File: src/htfd_pkg.sv
`timescale 1ns / 1ps

package htfd_pkg;

    localparam logic [7:0]  CRC_POLY    = 8'h31;
    localparam logic [7:0]  CRC_INIT    = 8'hFF;

    // Scale factors: result = floor(SCALE * raw / 65535), temperature offset after.
    localparam logic [14:0] TEMP_SCALE  = 15'd17500;
    localparam logic [13:0] HUM_SCALE   = 14'd10000;
    localparam logic [14:0] TEMP_OFFSET = 15'd4500;
    localparam logic [16:0] FULL_SCALE  = 17'd65535;

    localparam int TEMP_PROD_W = 31;
    localparam int HUM_PROD_W  = 30;

    // One decoded frame, passed from front to back.
    typedef struct packed {
        logic [15:0] raw_temperature;
        logic [15:0] raw_humidity;
        logic        temp_crc_ok;
        logic        hum_crc_ok;
    } t_frame;

    // CRC-8, MSB first, one byte.
    function automatic logic [7:0] crc8_feed(input logic [7:0] crc, input logic [7:0] b);
        logic [7:0] c;
        c = crc ^ b;
        for (int k = 0; k < 8; k++) begin
            if (c[7]) begin
                c = {c[6:0], 1'b0} ^ CRC_POLY;
            end else begin
                c = {c[6:0], 1'b0};
            end
        end
        return c;
    endfunction

endpackage

File: src/htfd_if.sv
`timescale 1ns / 1ps

interface htfd_in_if;
    logic       valid;
    logic       ready;
    logic [7:0] rx_byte;
    logic       frame_start;

    modport source (output valid, output rx_byte, output frame_start, input ready);
    modport sink   (input valid, input rx_byte, input frame_start, output ready);
endinterface

interface htfd_out_if;
    logic               valid;
    logic               ready;
    logic signed [14:0] temperature_centi;
    logic        [13:0] humidity_centi;
    logic        [15:0] raw_temperature;
    logic        [15:0] raw_humidity;
    logic               temp_crc_ok;
    logic               hum_crc_ok;

    modport source (output valid, output temperature_centi, output humidity_centi,
                    output raw_temperature, output raw_humidity, output temp_crc_ok,
                    output hum_crc_ok, input ready);
    modport sink   (input valid, input temperature_centi, input humidity_centi,
                    input raw_temperature, input raw_humidity, input temp_crc_ok,
                    input hum_crc_ok, output ready);
endinterface

File: src/humidity_temp_frame_decoder.sv
`timescale 1ns / 1ps

// Channel  Dir  Beat carries
// -------  ---  ----------------------------------------------------------
// i_in     in   rx_byte (8), frame_start (1): one byte of a six-byte frame
// o_out    out  temperature_centi (s15), humidity_centi (14), raw words
//                (16 + 16), temp_crc_ok, hum_crc_ok: one beat per frame
//
// One input beat per cycle while the frame queue has room; the front tracks
// byte position and CRC as each byte is taken. After the edge that takes a
// frame's sixth byte, o_out.valid follows once the frame has passed the queue
// (written on that edge), the multiply stage and the divide/output register.
// Reset is synchronous, active low; it clears position, CRC and all valids.
// i_in stalls only when the two-entry frame queue is full, i.e. when the
// consumer has held o_out.ready low long enough to back up the pipeline.

module humidity_temp_frame_decoder (
    input  logic       i_clk,
    input  logic       i_rst_n,
    htfd_in_if.sink    i_in,
    htfd_out_if.source o_out
);
    import htfd_pkg::*;

    t_frame front_frame;
    t_frame fifo_frame;
    logic   front_push;
    logic   fifo_full;
    logic   fifo_valid;
    logic   back_pop;

    // Byte assembly and CRC check
    htfd_front u_front (
        .i_clk       (i_clk),
        .i_rst_n     (i_rst_n),
        .i_in        (i_in),
        .i_fifo_full (fifo_full),
        .o_push      (front_push),
        .o_frame     (front_frame)
    );

    // Decouples frame capture from scaling
    htfd_fifo u_fifo (
        .i_clk   (i_clk),
        .i_rst_n (i_rst_n),
        .i_push  (front_push),
        .i_wdata (front_frame),
        .i_pop   (back_pop),
        .o_rdata (fifo_frame),
        .o_full  (fifo_full),
        .o_valid (fifo_valid)
    );

    // Scaling: constant multiply, then divide by 65535 with one correction
    htfd_back u_back (
        .i_clk   (i_clk),
        .i_rst_n (i_rst_n),
        .i_valid (fifo_valid),
        .i_frame (fifo_frame),
        .o_pop   (back_pop),
        .o_out   (o_out)
    );

endmodule

File: src/htfd_front.sv
`timescale 1ns / 1ps

module htfd_front (
    input  logic             i_clk,
    input  logic             i_rst_n,
    htfd_in_if.sink          i_in,
    input  logic             i_fifo_full,
    output logic             o_push,
    output htfd_pkg::t_frame o_frame
);
    import htfd_pkg::*;

    localparam logic [2:0] POS_T_HI  = 3'd0;
    localparam logic [2:0] POS_T_LO  = 3'd1;
    localparam logic [2:0] POS_T_CRC = 3'd2;
    localparam logic [2:0] POS_H_HI  = 3'd3;
    localparam logic [2:0] POS_H_LO  = 3'd4;
    localparam logic [2:0] POS_H_CRC = 3'd5;

    logic [2:0]  r_pos, n_pos;
    logic [7:0]  r_crc, n_crc;
    logic [15:0] r_temp, n_temp;
    logic [15:0] r_hum, n_hum;
    logic        r_tok, n_tok;

    logic [2:0]  pos;
    logic [7:0]  crc_in;
    logic [7:0]  crc_next;
    logic        beat;

    assign i_in.ready = !i_fifo_full;
    assign beat       = i_in.valid && i_in.ready;

    // frame_start and the unused codes both land on the first byte
    assign pos = (i_in.frame_start || r_pos > POS_H_CRC) ? POS_T_HI : r_pos;

    assign crc_in   = (pos == POS_T_HI || pos == POS_H_HI) ? CRC_INIT : r_crc;
    assign crc_next = crc8_feed(crc_in, i_in.rx_byte);

    always_comb begin
        n_pos  = r_pos;
        n_crc  = r_crc;
        n_temp = r_temp;
        n_hum  = r_hum;
        n_tok  = r_tok;
        o_push = 1'b0;
        if (beat) begin
            case (pos)
                POS_T_HI: begin
                    n_crc  = crc_next;
                    n_temp = {i_in.rx_byte, 8'h00};
                    n_pos  = POS_T_LO;
                end
                POS_T_LO: begin
                    n_crc  = crc_next;
                    n_temp = {r_temp[15:8], i_in.rx_byte};
                    n_pos  = POS_T_CRC;
                end
                POS_T_CRC: begin
                    n_tok  = (r_crc == i_in.rx_byte);
                    n_crc  = CRC_INIT;
                    n_pos  = POS_H_HI;
                end
                POS_H_HI: begin
                    n_crc  = crc_next;
                    n_hum  = {i_in.rx_byte, 8'h00};
                    n_pos  = POS_H_LO;
                end
                POS_H_LO: begin
                    n_crc  = crc_next;
                    n_hum  = {r_hum[15:8], i_in.rx_byte};
                    n_pos  = POS_H_CRC;
                end
                default: begin
                    o_push = 1'b1;
                    n_crc  = CRC_INIT;
                    n_pos  = POS_T_HI;
                end
            endcase
        end
    end

    assign o_frame.raw_temperature = r_temp;
    assign o_frame.raw_humidity    = r_hum;
    assign o_frame.temp_crc_ok     = r_tok;
    assign o_frame.hum_crc_ok      = (r_crc == i_in.rx_byte);

    always_ff @(posedge i_clk) begin
        if (!i_rst_n) begin
            r_pos  <= POS_T_HI;
            r_crc  <= CRC_INIT;
            r_temp <= 16'h0000;
            r_hum  <= 16'h0000;
            r_tok  <= 1'b0;
        end else begin
            r_pos  <= n_pos;
            r_crc  <= n_crc;
            r_temp <= n_temp;
            r_hum  <= n_hum;
            r_tok  <= n_tok;
        end
    end

endmodule

File: src/htfd_fifo.sv
`timescale 1ns / 1ps

module htfd_fifo (
    input  logic             i_clk,
    input  logic             i_rst_n,
    input  logic             i_push,
    input  htfd_pkg::t_frame i_wdata,
    input  logic             i_pop,
    output htfd_pkg::t_frame o_rdata,
    output logic             o_full,
    output logic             o_valid
);
    import htfd_pkg::*;

    t_frame     r_mem [2];
    logic       r_wptr;
    logic       r_rptr;
    logic [1:0] r_count;

    logic do_push;
    logic do_pop;

    assign o_full  = (r_count == 2'd2);
    assign o_valid = (r_count != 2'd0);
    assign o_rdata = r_mem[r_rptr];

    assign do_push = i_push && !o_full;
    assign do_pop  = i_pop && o_valid;

    always_ff @(posedge i_clk) begin
        if (do_push) begin
            r_mem[r_wptr] <= i_wdata;
        end
    end

    always_ff @(posedge i_clk) begin
        if (!i_rst_n) begin
            r_wptr  <= 1'b0;
            r_rptr  <= 1'b0;
            r_count <= 2'd0;
        end else begin
            if (do_push) begin
                r_wptr <= !r_wptr;
            end
            if (do_pop) begin
                r_rptr <= !r_rptr;
            end
            case ({do_push, do_pop})
                2'b10:   r_count <= r_count + 2'd1;
                2'b01:   r_count <= r_count - 2'd1;
                default: r_count <= r_count;
            endcase
        end
    end

endmodule

File: src/htfd_back.sv
`timescale 1ns / 1ps

module htfd_back (
    input  logic             i_clk,
    input  logic             i_rst_n,
    input  logic             i_valid,
    input  htfd_pkg::t_frame i_frame,
    output logic             o_pop,
    htfd_out_if.source       o_out
);
    import htfd_pkg::*;

    // stage 1: scale products
    logic                   r_s1_valid;
    logic [TEMP_PROD_W-1:0] r_s1_tx;
    logic [HUM_PROD_W-1:0]  r_s1_hx;
    t_frame                 r_s1_frame;

    // stage 2: output register
    logic               r_o_valid;
    logic signed [14:0] r_temp_centi;
    logic        [13:0] r_hum_centi;
    t_frame             r_o_frame;

    logic adv1;
    logic adv2;

    // divide by 65535: x>>16 is the quotient or one short of it
    logic [14:0] t_q0;
    logic [16:0] t_r0;
    logic [14:0] t_q;
    logic [13:0] h_q0;
    logic [16:0] h_r0;
    logic [13:0] h_q;

    assign adv2  = !r_o_valid || o_out.ready;
    assign adv1  = !r_s1_valid || adv2;
    assign o_pop = adv1 && i_valid;

    assign t_q0 = r_s1_tx[TEMP_PROD_W-1:16];
    assign t_r0 = {1'b0, r_s1_tx[15:0]} + {2'b00, t_q0};
    assign t_q  = t_q0 + {14'd0, (t_r0 >= FULL_SCALE)};

    assign h_q0 = r_s1_hx[HUM_PROD_W-1:16];
    assign h_r0 = {1'b0, r_s1_hx[15:0]} + {3'b000, h_q0};
    assign h_q  = h_q0 + {13'd0, (h_r0 >= FULL_SCALE)};

    always_ff @(posedge i_clk) begin
        if (adv1) begin
            r_s1_tx    <= {16'd0, TEMP_SCALE} * {15'd0, i_frame.raw_temperature};
            r_s1_hx    <= {16'd0, HUM_SCALE} * {14'd0, i_frame.raw_humidity};
            r_s1_frame <= i_frame;
        end
        if (adv2) begin
            r_temp_centi <= signed'(t_q - TEMP_OFFSET);
            r_hum_centi  <= h_q;
            r_o_frame    <= r_s1_frame;
        end
    end

    always_ff @(posedge i_clk) begin
        if (!i_rst_n) begin
            r_s1_valid <= 1'b0;
            r_o_valid  <= 1'b0;
        end else begin
            if (adv1) begin
                r_s1_valid <= i_valid;
            end
            if (adv2) begin
                r_o_valid <= r_s1_valid;
            end
        end
    end

    assign o_out.valid             = r_o_valid;
    assign o_out.temperature_centi = r_temp_centi;
    assign o_out.humidity_centi    = r_hum_centi;
    assign o_out.raw_temperature   = r_o_frame.raw_temperature;
    assign o_out.raw_humidity      = r_o_frame.raw_humidity;
    assign o_out.temp_crc_ok       = r_o_frame.temp_crc_ok;
    assign o_out.hum_crc_ok        = r_o_frame.hum_crc_ok;

endmodule
File: src/flat_wrapper.sv
// flat-port wrapper written by rule: the top's interface ports become plain ports
module humidity_temp_frame_decoder_flat import htfd_pkg::*;
  (i_clk, i_rst_n, i_in_valid, i_in_rx_byte, i_in_frame_start, i_in_ready, o_out_valid, o_out_temperature_centi, o_out_humidity_centi, o_out_raw_temperature, o_out_raw_humidity, o_out_temp_crc_ok, o_out_hum_crc_ok, o_out_ready);
  htfd_in_if i_in_i ();
  htfd_out_if o_out_i ();
  input  logic i_clk;
  input  logic i_rst_n;
  input wire logic [$bits(i_in_i.valid)-1:0] i_in_valid;
  input wire logic [$bits(i_in_i.rx_byte)-1:0] i_in_rx_byte;
  input wire logic [$bits(i_in_i.frame_start)-1:0] i_in_frame_start;
  output wire logic [$bits(i_in_i.ready)-1:0] i_in_ready;
  output wire logic [$bits(o_out_i.valid)-1:0] o_out_valid;
  output wire logic [$bits(o_out_i.temperature_centi)-1:0] o_out_temperature_centi;
  output wire logic [$bits(o_out_i.humidity_centi)-1:0] o_out_humidity_centi;
  output wire logic [$bits(o_out_i.raw_temperature)-1:0] o_out_raw_temperature;
  output wire logic [$bits(o_out_i.raw_humidity)-1:0] o_out_raw_humidity;
  output wire logic [$bits(o_out_i.temp_crc_ok)-1:0] o_out_temp_crc_ok;
  output wire logic [$bits(o_out_i.hum_crc_ok)-1:0] o_out_hum_crc_ok;
  input wire logic [$bits(o_out_i.ready)-1:0] o_out_ready;
  assign i_in_i.valid = i_in_valid;
  assign i_in_i.rx_byte = i_in_rx_byte;
  assign i_in_i.frame_start = i_in_frame_start;
  assign i_in_ready = i_in_i.ready;
  assign o_out_valid = o_out_i.valid;
  assign o_out_temperature_centi = o_out_i.temperature_centi;
  assign o_out_humidity_centi = o_out_i.humidity_centi;
  assign o_out_raw_temperature = o_out_i.raw_temperature;
  assign o_out_raw_humidity = o_out_i.raw_humidity;
  assign o_out_temp_crc_ok = o_out_i.temp_crc_ok;
  assign o_out_hum_crc_ok = o_out_i.hum_crc_ok;
  assign o_out_i.ready = o_out_ready;
  humidity_temp_frame_decoder u_core (.i_clk(i_clk), .i_rst_n(i_rst_n), .i_in(i_in_i), .o_out(o_out_i));
endmodule
File: config.mk
export PLATFORM = sky130hd
export DESIGN_NAME = humidity_temp_frame_decoder_flat
export DESIGN_NICKNAME = d
export VERILOG_FILES = /design/src/htfd_pkg.sv /design/src/htfd_if.sv /design/src/humidity_temp_frame_decoder.sv /design/src/htfd_front.sv /design/src/htfd_fifo.sv /design/src/htfd_back.sv /design/src/flat_wrapper.sv
export SDC_FILE = /design/constraint.sdc
export NUM_CORES = 1
export LEC_CHECK = 0
export ABC_AREA = 1
export BUFFER_PORTS_ARGS = -buffer_cell sky130_fd_sc_hd__buf_4
export CORE_MARGIN = 1
export CORE_UTILIZATION = 63
export DETAILED_ROUTE_END_ITERATION = 16
export PLACE_DENSITY = 0.89
export SLEW_MARGIN = 20
export SYNTH_ARGS = -nofsm -noshare
export SYNTH_HDL_FRONTEND = slang
export SYNTH_HIERARCHICAL = 1
export SYNTH_SLANG_ARGS = --single-unit
File: constraint.sdc
create_clock -name i_clk -period 5.3 [get_ports i_clk]
set_clock_uncertainty 0.05 [all_clocks]
set_input_delay 0.795 -clock i_clk [delete_from_list [all_inputs] [get_ports i_clk]]
set_output_delay 0.795 -clock i_clk [all_outputs]
set_load 0.01 [all_outputs]
==> flow_summary.ini <==
[sta]
rsz0062_at_grt = false
tns_ns = 0
hold_viol_final = 0
worst_slew_pin_slew_ns = 0.934
setup_viol = 0
fin_crit_sh_pct = 95.9
drv_slew = 0
timing.slew.headroom_pct = 37.4
max_freq_mhz = 197
layout_min_cycle_time_ns = 5.08

[setup_path]
crit_type = flop to flop
cp.arrival_ns = 5.31
rr_endpoint = u_core/u_back/r_s1_tx[17]$_DFFE_PN_
cp_cell_sequence = buf_12, mux2_4, ha_1, fa_1, ha_1, fa_1, inv_1, fa_1, inv_1, ha_1, nand2_1, o21ai_0, a21oi_2, inv_1, a21oi_1, xnor2_1
max_stage_delay_ns = 0.53
cp_slowest_cell = fa_1
crit_fanout = 27
critPathLaunchType = flop
worst-path-buf-inv = 4
cp_top_family = adder cells
crit_end = u_core/u_back/r_s1_tx[17]$_DFFE_PN_
reg2reg_depth = 16
endpoint_kind = flop
crit_cells = 16
crit_required_ns = 5.53
reg2reg_slack_ns = 0.22

[synth]
yosysUniqueCellTypes = 49
syn_inst = 1813
post-synth-top-count-cell = nand2_1
synth_warnings = 6
synth_area_leaders = edfxtp_1 36%, ha_1 14%, fa_1 9.2%
syn_area_sq_mm = 0.0178
ys_top_cells_by_count = 381 x nand2_1, 338 x inv_1, 215 x edfxtp_1, 196 x ha_1, 105 x a21oi_1
synth_top_cell_by_area = edfxtp_1
synthArstFlopShare_pct = 0
synthesis.nets = 2104
ys.flop_type = edfxtp_1
ys_seq_elements = 266
syn_avg_cell_area_sq_um = 9.82
synth_edf_count = 215
seq_area_frac_synth_pct = 42.0
yosys.area.top_type_share_pct = 36.3

[global_route]
grt_pass1_wl_microns = 63100
antenna_found_initial = 0
grt_start_max_net_pins = 65
grt_overflow = 0
grtUsageTotal_pct = 27.8
grt_pass1_vias = 12800

[route]
postRouteAntennaNets = 0
drt_iter0_markers = 1217
wl_per_cell_microns = 17.0
first_pass_iters = 7
viasPerCell = 5.61
route.detailed.drc = 0
num_vias = 13000
drt_wl_total_microns = 39200

[clocking]
cts.path.max_buffers = 3
cts_resized = 0
cts.reportedPaths.clkPinSlew_ns = 0.06
cts_tree = yes
clk_latency_ns = 0.55
postCtsHoldBufs = 0
htreeDepth = 1
post_cts_buffers = 0
numCtsBuffers = 28
root_buffer = clkbuf_16
clock-sinks = 266

[die]
core_sq_mm = 0.0278
dieHeight_microns = 170
rows = 61
dieArea_sq_mm = 0.0289
die_w_microns = 170
initial_utilization_pct = 64.1
ios = 78

[finish]
layout.nets = 2202
final_core_util_pct = 71.1
diodes = 0
area_growth_pct = 10.9
layout-drive-gt1-share_pct = 10.3

[power]
pwr-share-comb_pct = 5.0
leakage_nw = 9.42
power_switching_w = 0.000983
vdd_ir_drop_max_v = 0.000193
swShare_pct = 21.9
seq_power_share_pct = 50.7
internal_power_w = 0.00351
p_clk_share_pct = 44.3
p_per_area_mw_per_mm2 = 227

[min_path]
hold_path.class = flop to flop
min_from = u_core/u_back/r_s1_frame[30]$_DFFE_PN_

[placement]
gp_congestion = 0.925
io_buffers = 77
dp_hpwl_microns = 29400

[job]
maxCapViolations = 0

[status]
status = finished clean
[per-layer routing]
layer | part of all wire, % | up-vias | global-route usage [%]
met5 | 0 | - | 0
met4 | 3.4 | 0 | 10.1
met3 | 5.9 | 116 | 3.02
met2 | 48 | 514 | 47.5
met1 | 43 | 6142 | 36.5
li1 | - | 6194 | -
[kinds of logic after synthesis]
logic type	after synthesis	synth area share (%)
AND/OR/NAND/NOR	631	15.4
AO/OA/AOI/OAI	186	5.89
flip-flops	266	42.0
buffers and inverters	356	7.89
adder cells (fa/ha/maj)	278	23.0
XOR/XNOR	62	3.05
multiplexers	34	2.78
[final cells by class]
class	count	area, sq um
Multi-Input combinational cell	1191	8940
Fill cell	1984	8030
Sequential cell	266	7480
Inverter	343	1290
Clock buffer	36	762
Timing Repair Buffer	81	621
Tap cell	378	473
Clock inverter	16	183
[power groups by stage]
stage | combinational, W | clock, W | sequential [W]
floorplan | 0.000162 | 0 | 0.00232
global route | 0.000251 | 0.00211 | 0.00228
CTS | 0.000223 | 0.00203 | 0.00228
finish | 0.000226 | 0.00199 | 0.00228
detailed placement | 0.000221 | 0 | 0.00232
global placement | 0.000216 | 0 | 0.00232
[per-stage QoR]
| step | area, sq um | cells | total power [W] | setup slack [ns] | hold WS (ns) |
|---|---|---|---|---|---|
| 5_1_grt | 19700 | 2311 | 0.00464 | 0.0260 | 0.371 |
| 2_1_floorplan | 17800 | 1813 | 0.00248 | 0.738 | 0.350 |
| 6_report | 19700 | 2311 | 0.00449 | 0.220 | 0.367 |
| 4_1_cts | 19700 | 2311 | 0.00453 | 0.213 | 0.368 |
| 3_5_place_dp | 18800 | 2259 | 0.00254 | 0.270 | 0.355 |
| 3_3_place_gp | 18800 | 2259 | 0.00254 | 0.336 | 0.352 |
[worst register-to-register path, stage by stage, from the launching register on]
cell	delay [ns]
dfxtp_2	0.46
buf_12	0.27
mux2_4	0.38
ha_1	0.33
fa_1	0.50
ha_1	0.35
fa_1	0.49
inv_1	0.06
fa_1	0.53
inv_1	0.04
ha_1	0.35
nand2_1	0.15
o21ai_0	0.17
a21oi_2	0.26
inv_1	0.12
a21oi_1	0.19
xnor2_1	0.12
[registers in the layout, indices dropped and copies added (netlist names), 2 cells and up, named ones only]
register	cells
u_core/u_back/r_s1_frame	34
u_core/u_back/o_out.temperature_centi	15
u_core/u_fifo/r_count	2
u_core/u_front/r_temp	16
u_core/u_fifo/r_mem	68
u_core/u_front/r_pos	3
u_core/u_back/r_s1_hx	22
u_core/u_back/o_out.raw_humidity	16
u_core/u_back/o_out.humidity_centi	14
u_core/u_back/r_s1_tx	28
u_core/u_back/o_out.raw_temperature	16
u_core/u_front/r_hum	16
u_core/u_front/r_crc	8
[how the worst min path moves through the flow]
stage,end,depth (start not counted)
final,u_core/u_back/o_out.raw_temperature[12]$_DFFE_PP_,0
after global routing,u_core/u_back/o_out.raw_temperature[14]$_DFFE_PP_,0
after CTS,u_core/u_back/o_out.raw_temperature[12]$_DFFE_PP_,0
after detailed placement,u_core/u_back/o_out.raw_humidity[7]$_DFFE_PP_,0
after global placement,u_core/u_back/o_out.raw_humidity[13]$_DFFE_PP_,0
after floorplan,u_core/u_back/o_out.hum_crc_ok$_DFFE_PP_,0
[placed cells by master (no fill, tap or decap), types with 11 or more instances in the layout]
master,count
nand2_1,380
inv_1,338
edfxtp_1,215
ha_1,196
a21oi_1,104
nand3_1,96
fa_1,82
buf_4,80
nor2_1,78
dfxtp_1,50
xor2_1,40
mux2_4,30
clkbuf_16,29
nand4_1,26
o21ai_0,26
xnor2_1,22
nand3b_1,11
a31oi_1,11
No activity file was read; power rests on OpenSTA's default activity.
